File: config.mk
export PLATFORM = sky130hd
export DESIGN_NAME = bitmap_block_allocator_unit
export DESIGN_NICKNAME = d
export VERILOG_FILES = /design/src/hdl/bba_pkg.sv /design/src/hdl/bba_ram.sv /design/src/hdl/bba_ctrl.sv /design/src/hdl/bba_dp.sv /design/src/hdl/bitmap_block_allocator_unit.sv
export VERILOG_INCLUDE_DIRS = /design/src /design/src/hdl
export SDC_FILE = /design/constraint.sdc
export NUM_CORES = 2
export LEC_CHECK = 0
export ABC_CLOCK_PERIOD_IN_PS = 6000
export CORE_MARGIN = 3
export CORE_UTILIZATION = 35
export DETAILED_ROUTE_END_ITERATION = 16
export DONT_BUFFER_PORTS = 1
export HOLD_SLACK_MARGIN = 0.1
export PLACE_DENSITY = 0.54
export SYNTH_ARGS = -nofsm -noshare
export SYNTH_HDL_FRONTEND = slang
export SYNTH_SLANG_ARGS = --single-unit
File: constraint.sdc
create_clock -name clk_i -period 6 [get_ports clk_i]
set_input_delay 0.3 -clock clk_i [delete_from_list [all_inputs] [get_ports clk_i]]
set_output_delay 0.3 -clock clk_i [all_outputs]
set_load 0.1 [all_outputs]
File: src/hdl/bitmap_block_allocator_unit_assert.svh
// Assertion macros of the bitmap block allocator RTL, used by bba_dp.
`ifndef BITMAP_BLOCK_ALLOCATOR_UNIT_ASSERT_SVH
`define BITMAP_BLOCK_ALLOCATOR_UNIT_ASSERT_SVH
`ifndef NO_ASSERTIONS
// Checked outside reset.
`define BBA_ASSERT(lbl, prop) \
  lbl: assert property (@(posedge clk_i) disable iff (!rst_ni) prop) \
    else $error("bba assertion failed");
// Checked at every edge, reset included.
`define BBA_ASSERT_ALWAYS(lbl, prop) \
  lbl: assert property (@(posedge clk_i) prop) \
    else $error("bba assertion failed");
`else
`define BBA_ASSERT(lbl, prop)
`define BBA_ASSERT_ALWAYS(lbl, prop)
`endif
`endif

File: src/hdl/bba_pkg.sv
// Types, constants and helpers of the bitmap block allocator.
`default_nettype none
package bba_pkg;

  localparam int unsigned NumBlocks      = 1024;
  localparam int unsigned ReservedBlocks = 32;
  localparam int unsigned MaxAlloc       = 64;
  localparam int unsigned ResEff         =
    (ReservedBlocks > NumBlocks) ? NumBlocks : ReservedBlocks;

  localparam int unsigned WordW   = 32;
  localparam int unsigned BitW    = $clog2(WordW);
  localparam int unsigned NumRows = NumBlocks / WordW;
  localparam int unsigned RowW    = $clog2(NumRows);

  localparam int unsigned IdxW   = 10;
  localparam int unsigned CntW   = 11;
  localparam int unsigned CountW = 7;

  localparam logic [CntW-1:0] CntReset = CntW'(NumBlocks - ResEff);

  typedef enum logic [1:0] {
    ST_OK    = 2'd0,
    ST_OOB   = 2'd1,
    ST_DFREE = 2'd2
  } status_e;

  typedef enum logic [2:0] {
    S_IDLE,
    S_ARD,
    S_ALD,
    S_SCAN,
    S_OOB,
    S_FRD,
    S_FLD,
    S_FUPD
  } state_e;

  typedef struct packed {
    logic              mode;
    logic [CountW-1:0] alloc_count;
    logic [IdxW-1:0]   free_block;
  } req_t;

  typedef struct packed {
    logic [IdxW-1:0] block_index;
    status_e         status;
    logic [CntW-1:0] free_count;
    logic            last;
  } res_t;

  typedef struct packed {
    logic accept;
    logic rd;
    logic rd_free;
    logic load;
    logic claim;
    logic wb;
    logic oob;
    logic free_upd;
  } cmd_t;

  typedef struct packed {
    logic req_free;
    logic req_zero;
    logic has_zero;
    logic claim_last;
    logic last_row;
  } sts_t;

  function automatic logic [WordW-1:0] rst_row(input logic [RowW-1:0] row);
    logic [WordW-1:0] w;
    w = '0;
    for (int unsigned i = 0; i < WordW; i++) begin
      w[i] = ((int'(row) * WordW + i) < ResEff);
    end
    return w;
  endfunction

endpackage
`default_nettype wire

File: src/hdl/bba_ram.sv
// Generic single-write, single-read RAM with registered read data.
`default_nettype none
module bba_ram #(
  parameter int unsigned Width = 32,
  parameter int unsigned Depth = 32
) (
  input  wire logic                     clk_i,
  input  wire logic                     we_i,
  input  wire logic [$clog2(Depth)-1:0] waddr_i,
  input  wire logic [Width-1:0]         wdata_i,
  input  wire logic                     re_i,
  input  wire logic [$clog2(Depth)-1:0] raddr_i,
  output logic      [Width-1:0]         rdata_o
);

  logic [Width-1:0] mem_q [Depth];

  always_ff @(posedge clk_i) begin
    if (we_i) begin
      mem_q[waddr_i] <= wdata_i;
    end
    if (re_i) begin
      rdata_o <= mem_q[raddr_i];
    end
  end

endmodule
`default_nettype wire

File: src/hdl/bba_ctrl.sv
// Controller state machine of the bitmap block allocator.
`default_nettype none
module bba_ctrl (
  input  wire logic          clk_i,
  input  wire logic          rst_ni,
  input  wire logic          start_i,
  input  wire bba_pkg::sts_t sts_i,
  output bba_pkg::cmd_t      cmd_o,
  output logic               busy_o
);
  import bba_pkg::*;

  state_e state_q, state_d;

  always_ff @(posedge clk_i or negedge rst_ni) begin
    if (!rst_ni) begin
      state_q <= S_IDLE;
    end else begin
      state_q <= state_d;
    end
  end

  always_comb begin
    state_d = state_q;
    unique case (state_q)
      S_IDLE: begin
        if (start_i) begin
          if (sts_i.req_free) begin
            state_d = S_FRD;
          end else if (!sts_i.req_zero) begin
            state_d = S_ARD;
          end
        end
      end
      S_ARD: state_d = S_ALD;
      S_ALD: state_d = S_SCAN;
      S_SCAN: begin
        if (sts_i.has_zero) begin
          if (sts_i.claim_last) begin
            state_d = S_IDLE;
          end
        end else if (sts_i.last_row) begin
          state_d = S_OOB;
        end else begin
          state_d = S_ARD;
        end
      end
      S_OOB:  state_d = S_IDLE;
      S_FRD:  state_d = S_FLD;
      S_FLD:  state_d = S_FUPD;
      S_FUPD: state_d = S_IDLE;
      default: state_d = S_IDLE;
    endcase
  end

  always_comb begin
    cmd_o = '0;
    unique case (state_q)
      S_IDLE: cmd_o.accept = start_i;
      S_ARD:  cmd_o.rd = 1'b1;
      S_ALD:  cmd_o.load = 1'b1;
      S_SCAN: begin
        cmd_o.claim = sts_i.has_zero;
        cmd_o.wb    = !sts_i.has_zero || sts_i.claim_last;
      end
      S_OOB:  cmd_o.oob = 1'b1;
      S_FRD: begin
        cmd_o.rd      = 1'b1;
        cmd_o.rd_free = 1'b1;
      end
      S_FLD:  cmd_o.load = 1'b1;
      S_FUPD: cmd_o.free_upd = 1'b1;
      default: cmd_o = '0;
    endcase
  end

  assign busy_o = (state_q != S_IDLE);

endmodule
`default_nettype wire

File: src/hdl/bba_dp.sv
// Datapath: bitmap RAM, word scan, free counter and result register.
`default_nettype none
`include "bitmap_block_allocator_unit_assert.svh"
module bba_dp (
  input  wire logic          clk_i,
  input  wire logic          rst_ni,
  input  wire bba_pkg::req_t req_i,
  input  wire bba_pkg::cmd_t cmd_i,
  output bba_pkg::sts_t      sts_o,
  output bba_pkg::res_t      res_o,
  output logic               strobe_o
);
  import bba_pkg::*;

  logic [CountW-1:0] want_q, want_d;
  logic [CountW-1:0] got_q, got_d;
  logic [IdxW-1:0]   fb_q, fb_d;
  logic [RowW-1:0]   row_q, row_d;
  logic [RowW-1:0]   rd_row_q, rd_row_d;
  logic [WordW-1:0]  word_q, word_d;
  logic [CntW-1:0]   cnt_q, cnt_d;
  logic [NumRows-1:0] vld_q, vld_d;
  res_t              res_q, res_d;
  logic              stb_q, stb_d;

  logic [RowW-1:0]  fb_row;
  logic [BitW-1:0]  fb_bit;
  logic [BitW-1:0]  zbit;
  logic [WordW-1:0] claim_word;
  logic [WordW-1:0] rdata;
  logic [RowW-1:0]  raddr;
  logic [RowW-1:0]  waddr;
  logic [WordW-1:0] wdata;
  logic             we;
  logic             free_ok;

  function automatic logic [BitW-1:0] low_zero(input logic [WordW-1:0] w);
    logic [BitW-1:0] idx;
    idx = '0;
    for (int i = WordW - 1; i >= 0; i--) begin
      if (!w[i]) begin
        idx = BitW'(i);
      end
    end
    return idx;
  endfunction

  assign fb_row     = RowW'(fb_q >> BitW);
  assign fb_bit     = fb_q[BitW-1:0];
  assign zbit       = low_zero(word_q);
  assign claim_word = word_q | (WordW'(1) << zbit);
  assign free_ok    = (32'(fb_q) < NumBlocks) && word_q[fb_bit];

  assign sts_o.req_free   = req_i.mode;
  assign sts_o.req_zero   = (req_i.alloc_count == '0);
  assign sts_o.has_zero   = !(&word_q);
  assign sts_o.claim_last = ((got_q + CountW'(1)) == want_q);
  assign sts_o.last_row   = (row_q == RowW'(NumRows - 1));

  assign raddr = cmd_i.rd_free ? fb_row : row_q;
  assign we    = cmd_i.wb || (cmd_i.free_upd && free_ok);
  assign waddr = cmd_i.free_upd ? fb_row : row_q;
  assign wdata = cmd_i.free_upd ? (word_q & ~(WordW'(1) << fb_bit))
               : (cmd_i.claim ? claim_word : word_q);

  bba_ram #(
    .Width(WordW),
    .Depth(NumRows)
  ) u_map (
    .clk_i  (clk_i),
    .we_i   (we),
    .waddr_i(waddr),
    .wdata_i(wdata),
    .re_i   (cmd_i.rd),
    .raddr_i(raddr),
    .rdata_o(rdata)
  );

  always_comb begin
    want_d   = want_q;
    got_d    = got_q;
    fb_d     = fb_q;
    row_d    = row_q;
    rd_row_d = rd_row_q;
    word_d   = word_q;
    cnt_d    = cnt_q;
    vld_d    = vld_q;
    res_d    = res_q;
    stb_d    = 1'b0;

    if (cmd_i.accept) begin
      want_d = (32'(req_i.alloc_count) > MaxAlloc) ? CountW'(MaxAlloc) : req_i.alloc_count;
      got_d  = '0;
      fb_d   = req_i.free_block;
      row_d  = '0;
    end
    if (cmd_i.rd) begin
      rd_row_d = raddr;
    end
    if (cmd_i.load) begin
      word_d = vld_q[rd_row_q] ? rdata : rst_row(rd_row_q);
    end
    if (cmd_i.claim) begin
      word_d = claim_word;
      got_d  = got_q + CountW'(1);
      if (cnt_q != '0) begin
        cnt_d = cnt_q - CntW'(1);
      end
      stb_d             = 1'b1;
      res_d.block_index = IdxW'({row_q, zbit});
      res_d.status      = ST_OK;
      res_d.free_count  = cnt_d;
      res_d.last        = sts_o.claim_last;
    end
    if (cmd_i.wb && !sts_o.last_row) begin
      row_d = row_q + RowW'(1);
    end
    if (cmd_i.oob) begin
      stb_d             = 1'b1;
      res_d.block_index = '0;
      res_d.status      = ST_OOB;
      res_d.free_count  = cnt_q;
      res_d.last        = 1'b1;
    end
    if (cmd_i.free_upd) begin
      if (free_ok) begin
        cnt_d = cnt_q + CntW'(1);
      end
      stb_d             = 1'b1;
      res_d.block_index = fb_q;
      res_d.status      = free_ok ? ST_OK : ST_DFREE;
      res_d.free_count  = cnt_d;
      res_d.last        = 1'b1;
    end
    if (we) begin
      vld_d[waddr] = 1'b1;
    end
  end

  always_ff @(posedge clk_i or negedge rst_ni) begin
    if (!rst_ni) begin
      cnt_q <= CntReset;
      vld_q <= '0;
      stb_q <= 1'b0;
    end else begin
      cnt_q <= cnt_d;
      vld_q <= vld_d;
      stb_q <= stb_d;
    end
  end

  always_ff @(posedge clk_i) begin
    want_q   <= want_d;
    got_q    <= got_d;
    fb_q     <= fb_d;
    row_q    <= row_d;
    rd_row_q <= rd_row_d;
    word_q   <= word_d;
    res_q    <= res_d;
  end

  assign res_o    = res_q;
  assign strobe_o = stb_q;

  `BBA_ASSERT(a_claim_has_zero, cmd_i.claim |-> !(&word_q))
  `BBA_ASSERT_ALWAYS(a_cnt_bound, !rst_ni || (32'(cnt_q) <= NumBlocks))
  `BBA_ASSERT(a_oob_is_last, stb_q && (res_q.status == ST_OOB) |-> res_q.last)

endmodule
`default_nettype wire

File: src/hdl/bitmap_block_allocator_unit.sv
// First-fit bitmap block allocator, top level.
// Drive start while busy is low to hand over a transaction. An allocate
// scans the bitmap from block 0, one 32-bit word of the bitmap RAM at a
// time: each word visited is read, loaded and written back, and each
// claimed block gives one result; on the word that completes the request
// the write back shares the cycle of the final claim. Requests are capped
// at 64 blocks; a scan that runs off the end of the 32 words gives one
// out-of-blocks result. A free passes through read, load and update and
// gives one result. An allocate of zero blocks gives no result and leaves
// busy low. Results appear one per strobe cycle and must be taken as they
// come; the final result of a transaction has last set and is shown in the
// first cycle with busy low, so a new transaction may start in that cycle.
`default_nettype none
module bitmap_block_allocator_unit (
  input  wire logic          clk_i,
  input  wire logic          rst_ni,
  input  wire logic          start,
  output logic               busy,
  input  wire bba_pkg::req_t req_i,
  output bba_pkg::res_t      result_o,
  output logic               result_strobe_o
);
  import bba_pkg::*;

  cmd_t cmd;
  sts_t sts;

  bba_ctrl u_ctrl (
    .clk_i  (clk_i),
    .rst_ni (rst_ni),
    .start_i(start),
    .sts_i  (sts),
    .cmd_o  (cmd),
    .busy_o (busy)
  );

  bba_dp u_dp (
    .clk_i   (clk_i),
    .rst_ni  (rst_ni),
    .req_i   (req_i),
    .cmd_i   (cmd),
    .sts_o   (sts),
    .res_o   (result_o),
    .strobe_o(result_strobe_o)
  );

endmodule
`default_nettype wire
After elaboration in Yosys (flattened, before gate mapping) --
Memories as Yosys holds them, arrays and structs flattened. A register that Yosys moved wholly into a read port is not among the register bits. Index checks and enable logic that the tools add are counted.
Cells by class: add/sub/neg operators 35, magnitude comparators 37, eq/ne operators 12, shifts and indexed selects 2, multiplexer cells 76, bitwise logic cells 4, reductions and logical operators 21
Operators by type and width (count):
- 32-bit by 6-bit < comparator with 1-bit output (second input constant) | 31
- 5-bit two-way mux | 36
- 10-bit by 5-bit adder with 11-bit output (second input constant) | 16
- 32-bit two-way mux | 5
- 10-bit by 4-bit adder with 11-bit output (second input constant) | 8
- 24-bit two-way mux | 3
- 32-bit bitwise OR | 2
- 1-bit by 5-bit << shifter with 32-bit output (first input constant) | 2
- 10-bit by 3-bit adder with 11-bit output (second input constant) | 4
- 11-bit two-way mux | 4
- 32-bit bitwise AND | 1
- 32-bit inverter | 1
- 32-bit AND reduction | 1
- 10-bit by 2-bit adder with 11-bit output (second input constant) | 2
- 3-bit case mux with 7 select lines | 1
- 5-bit by 6-bit < comparator with 1-bit output (second input constant) | 3
- 3-bit two-way mux | 6
- 1-bit two-way mux | 14
- 7-bit two-way mux | 2
- 3-bit == test (second input constant) | 4
- 10-bit by 1-bit adder with 11-bit output (second input constant) | 1
- 11-bit by 1-bit adder with 11-bit output (second input constant) | 1
- 11-bit nonzero test | 1
- 11-bit by 1-bit subtractor with 11-bit output (second input constant) | 1
- other kinds (24) | 37
Word-level totals: flip-flop bits (word level) 137, RAM bits 1024, output and inout bits 26, word-level logic and storage cells 202, memories 1
Memory list:
- u_dp.u_map.mem_q | depth 32, bits a word 32, rd ports 1, clocked after Yosys merged registers in 1, wr ports 1, line bba_ram.sv:16 | logic [Width-1:0] mem_q [Depth];

Logic depth before layout (Yosys ltp) --
depth after elaboration 36, gate-level depth with buffers 13, depth with buffers taken out 10

Modules after synthesis --
A second synthesis with hierarchy kept.
Unflattened totals: cell total of the unflattened synthesis 3132, area, all modules 49366.1 sq um
By module, submodules not included:
- bba_ram | times used 1, cells each 2260, area each 40807.9 sq um, seq. area each 31710.4 sq um
- bba_dp | times used 1, cells each 838, area each 8310.5 sq um, seq. area each 3799.9 sq um
- bba_ctrl | times used 1, cells each 34, area each 247.7 sq um, seq. area each 75.1 sq um

Worst setup path after synthesis --
No wires, ideal clock.
path kind flip-flop to flip-flop, start point reg u_dp.got_q[0], end point mem u_dp.u_map.mem_q[0][0], enable pin, arrival 3.426 ns, setup slack 2.152 ns, cell stages (with the launch flop) 8, cells stage by stage edfxtp_1 ha_1 and3_1 and3_1 xor3_1 o311ai_2 o2111ai_2 nor2_1
On the way: cells in the longest elaborated chain, start to end 7
Ends and longest elaborated chain:
- start, declared | line bba_dp.sv:16 | logic [CountW-1:0] got_q, got_d;
- start signal, assigned | line bba_dp.sv:154 | got_q <= got_d;
- 7-bit by 1-bit adder with 7-bit output | line bba_dp.sv:57 | assign sts_o.claim_last = ((got_q + CountW'(1)) == want_q);
- 7-bit == test | line bba_dp.sv:57
- 1-bit logical OR | line bba_ctrl.sv:64 | cmd_o.wb = !sts_i.has_zero || sts_i.claim_last;
- 2-bit two-way mux | line bba_ctrl.sv:58 | unique case (state_q)
- 1-bit logical OR | line bba_dp.sv:61 | assign we = cmd_i.wb || (cmd_i.free_upd && free_ok);
- 1-bit two-way mux | line bba_ram.sv:19 | if (we_i) begin
- 1-bit two-way mux (implied by the code) | line bba_ram.sv:20 | mem_q[waddr_i] <= wdata_i;
- end, declared | line bba_ram.sv:16
No other way between the ends.

Worst setup path after layout --
start point reg u_dp.word_q[0], end point mem u_dp.u_map.mem_q[4][8], enable pin
On the way: cells in the longest elaborated chain, start to end 6, elaborated cells between the ends (all ways) 9
Ends and longest elaborated chain:
- start, declared | line bba_dp.sv:20 | logic [WordW-1:0] word_q, word_d;
- start signal, assigned | line bba_dp.sv:158 | word_q <= word_d;
- 1-bit binary-select mux with 5-bit select / 32-bit AND reduction (equally long branches) | line bba_dp.sv:52, bba_dp.sv:56
- 1-bit two-way mux (implied by the code) / 1-bit logical OR (equally long branches) | line bba_dp.sv:52, bba_ctrl.sv:64
- 1-bit logical AND / 2-bit two-way mux (equally long branches) | line bba_dp.sv:61, bba_ctrl.sv:58
- 1-bit logical OR * | line bba_dp.sv:61
- 1-bit two-way mux * | line bba_ram.sv:19
- 1-bit two-way mux (implied by the code) * | line bba_ram.sv:20
Mark *: on every way between the ends. The rest lies on a longest branch, timed or not. The select of a mux whose other input is x is not followed.

==> impl_metrics.ini <==
[grt]
grt-ovfl-total = 0
grt_pass1_vias = 29300
antenna_found_initial = 2
track_usage_pct = 18.8
grt_pass1_wl_mm = 205
use_met1_pct = 27.4
grt_max_degree = 141
use_met2_pct = 29.7
grtUsageMet3_pct = 2.40
busiest_layer = met2

[sta]
slew_violations = 0
skew_ps = 60.2
worst_pin_slew_ps = 1400
hold_violations = 0
tns_ps = 0
post-route-period-util_pct = 77.7
fin_crit_ps = 4660
max_slew_margin_pct = 6.36
rsz0062_at_grt = false
setup_viol_count_final = 0
timing.fmax_ghz = 0.215

[power]
switching_power_mw = 9.47
combPwrFrac_pct = 26.0
p_leak_nw = 19.3
pwr-share-clk_pct = 27.2
pwr-share-seq_pct = 46.7
switching_share_pct = 35.4
internal_power_mw = 17.2
p_per_area_nw_per_um2 = 473
peakVddDrop_mv = 0.364

[worst_setup_path]
crit_start = u_dp.word_q[0]$_DFFE_PP_
cp_max_fo = 21
timing.rr.end = u_dp.u_map.mem_q[4][8]$_DFFE_PP_
path_cells = nand4_2 > nor4_4 > nand2_1 > o311ai_2 > o2111ai_2 > nor2_4 > buf_4
worst-r2r-cell-count = 7
crit_arrival_ps = 5060
cp_slowest_stage_delay_ps = 980
cp-start-kind = flop
r2r-start = u_dp.word_q[0]$_DFFE_PP_
cp_slowest_cell = nor2_4
r2r_setup_slack_ps = 1340
required_ps = 6400
crit_type = flop to flop
cp-end-kind = flop
crit_end = u_dp.u_map.mem_q[4][8]$_DFFE_PP_

[clocking]
cts_tree = yes
cts_resized = 0
numClockSinks = 1193
cts-htree-levels = 3
clk_pin_slew_ps = 70
cts_made_buffers = 121
cts_max_path_buffers = 3
root_buffer = clkbuf_16
clk_latency_ps = 750

[synth]
synth-main-ff-cell = edfxtp_1
syn-num-nets = 3631
synth_warnings = 0
synth_enable_flop_cells = 1145
ys_ff_latch = 1193
synthCells = 3598
synth_area_um2 = 49500
synth_cell_types = 78
ys_seq_area_share_pct = 71.9
syn_area_per_cell_um2 = 13.8
async_flop_share_pct = 3.94

[floorplanning]
core_area_um2 = 140000
dieArea_um2 = 146000
die-height_um = 382
io_pins = 47
initial_core_util_pct = 35.4
rows = 137
die_w_um = 382

[finish]
nets = 3646
area_delta_synth_final_pct = 14.0
drive_gt1_share_pct = 11.9
final_area_um2 = 56500
antenna_cells = 0
fill_cells = 12900

[drt]
initialDrtViolationCount = 3211
num_vias = 30300
ant_nets = 0
totalWireLength_mm = 139
wl_per_cell_um = 24.9
post_drt_via_cell_ratio = 5.42
firstDrtPassIters = 5
drc = 0

[job]
maxCapViolCount = 0

[placed_design]
dpl_cell_area_um2 = 52400
portBuffers = 0
dp_hpwl_mm = 78.1
place.gp.congestion = 0.887

[status]
outcome = finished clean

[hold_path]
hold_class = input pin to flop
## Yosys cell counts, drive strengths merged, types with 16 or more instances
cell type,instances,area [um2]
edfxtp,1145,34400
nand2,854,3210
nand3,337,1690
mux2i,139,1390
clkbuf,126,474
nor2,110,413
buf,99,531
a31oi,82,513
a21oi,81,405
and3,79,494
a311oi,66,578
mux4,49,1100
dfrtp,42,1050
a221oi,37,524
a32o,34,340
or2,34,213
inv,32,120
o21ai,27,135
nor3,17,85.1
nor2b,16,100
## cells by family after synthesis
logic type,after synthesis,share of synthesized area [%]
buf+inv,257,2.27
flops,1193,71.9
compound gates,405,6.37
mux,192,5.13
simple gates,1518,13.6
fa+ha+maj,12,0.303
xor+xnor,21,0.488
## flip-flops by register name, summed over array words and instances (netlist names)
signal,cells
u_dp.vld_q,32
u_dp.word_q,32
u_dp.strobe_o,1
u_dp.u_map.mem_q,1024
u_ctrl.state_q,3
u_dp.fb_q,10
u_dp.got_q,7
u_dp.cnt_q,11
u_dp.res_o,24
u_dp.want_q,7
u_dp.rd_row_q,5
u_dp.row_q,5
u_dp.u_map.rdata_o,32
## per-stage QoR
step | setup WS (ps) | util, % | hold slack, ps | std cells | power [mW]
2_1_floorplan | 2150 | - | 4.41 | 3598 | 16.6
3_3_place_gp | 1390 | 37.4 | 6.41 | 5343 | 19.5
3_5_place_dp | 1350 | 37.4 | 5.80 | 5343 | 19.6
4_1_cts | 1270 | 40.3 | 124 | 5592 | 26.9
5_1_grt | 1080 | 40.3 | 162 | 5592 | 27.8
6_report | 1340 | 40.3 | 180 | 5592 | 26.7
## cell type report
class                           instances  area, um2  share of cell area [%]
Multi-Input combinational cell       2148      13400                    23.7
Clock inverter                         75        587                    1.04
Timing Repair Buffer                  117       1250                    2.21
Tap cell                             1876       2350                    4.16
Sequential cell                      1193      35600                    63.0
Clock buffer                          151       3200                    5.67
Inverter                               32        138                   0.244
## routing by layer
metal | wire length [um] | vias up | share of wire (%)
li1 | - | 13600 | -
met1 | 63200 | 15600 | 45
met2 | 64900 | 979 | 47
met3 | 7780 | 187 | 5.6
met4 | 3330 | 0 | 2.4
met5 | 0 | - | 0
## worst max-delay path: cells and delay by family (launching register included)
| kind | cells | cell delay, ps |
|---|---|---|
| flops | 1 | 700 |
| simple gates | 4 | 2260 |
| compound gates | 2 | 960 |
| buf+inv | 1 | 370 |
## timing repair
action,CTS,global route
setup buffers,0,0
hold buffers,23,0
hold endpoints to repair,79,0
## power groups by stage
stage	logic, mW	registers, mW	clock network [mW]
floorplan	4.38	12.2	0
global placement	6.89	12.6	0
CTS	6.99	12.5	7.41
global route	7.53	12.5	7.77
finish	6.95	12.5	7.28
detailed placement	6.94	12.6	0
## how the worst min path moves through the flow
| stage | slack (ps) | start | end | cells past startpoint |
|---|---|---|---|---|
| floorplan | 4 | rst_ni | u_ctrl.state_q[0]$_DFFE_PN0P_ | 0 |
| global placement | 6 | rst_ni | u_dp.cnt_q[0]$_DFF_PN0_ | 0 |
| detailed placement | 6 | rst_ni | u_dp.cnt_q[0]$_DFF_PN0_ | 0 |
| CTS | 120 | rst_ni | u_dp.cnt_q[9]$_DFF_PN1_ | 2 |
| global route | 160 | req_i[1] | u_dp.fb_q[1]$_DFFE_PP_ | 1 |
| finish | 180 | req_i[1] | u_dp.fb_q[1]$_DFFE_PP_ | 1 |
## layout by cell type (no fill, tap or decap), types with 32 or more instances in the layout
cell type / synthesis / final
buf_4: 3 / 72
a31oi_1: 82 / 81
clkinv_1: 0 / 33
mux4_2: 49 / 49
mux2i_1: 139 / 136
nor2_1: 110 / 74
nand3_1: 337 / 337
a311oi_1: 66 / 66
or2_1: 32 / 32
dfrtp_1: 42 / 42
edfxtp_1: 1145 / 1145
nor2_4: 0 / 36
clkbuf_16: 0 / 122
a21oi_1: 81 / 67
and3_1: 79 / 79
nand2_1: 853 / 853
a221oi_2: 32 / 37
a32o_1: 34 / 34
No activity file was read; power rests on OpenSTA's default activity.
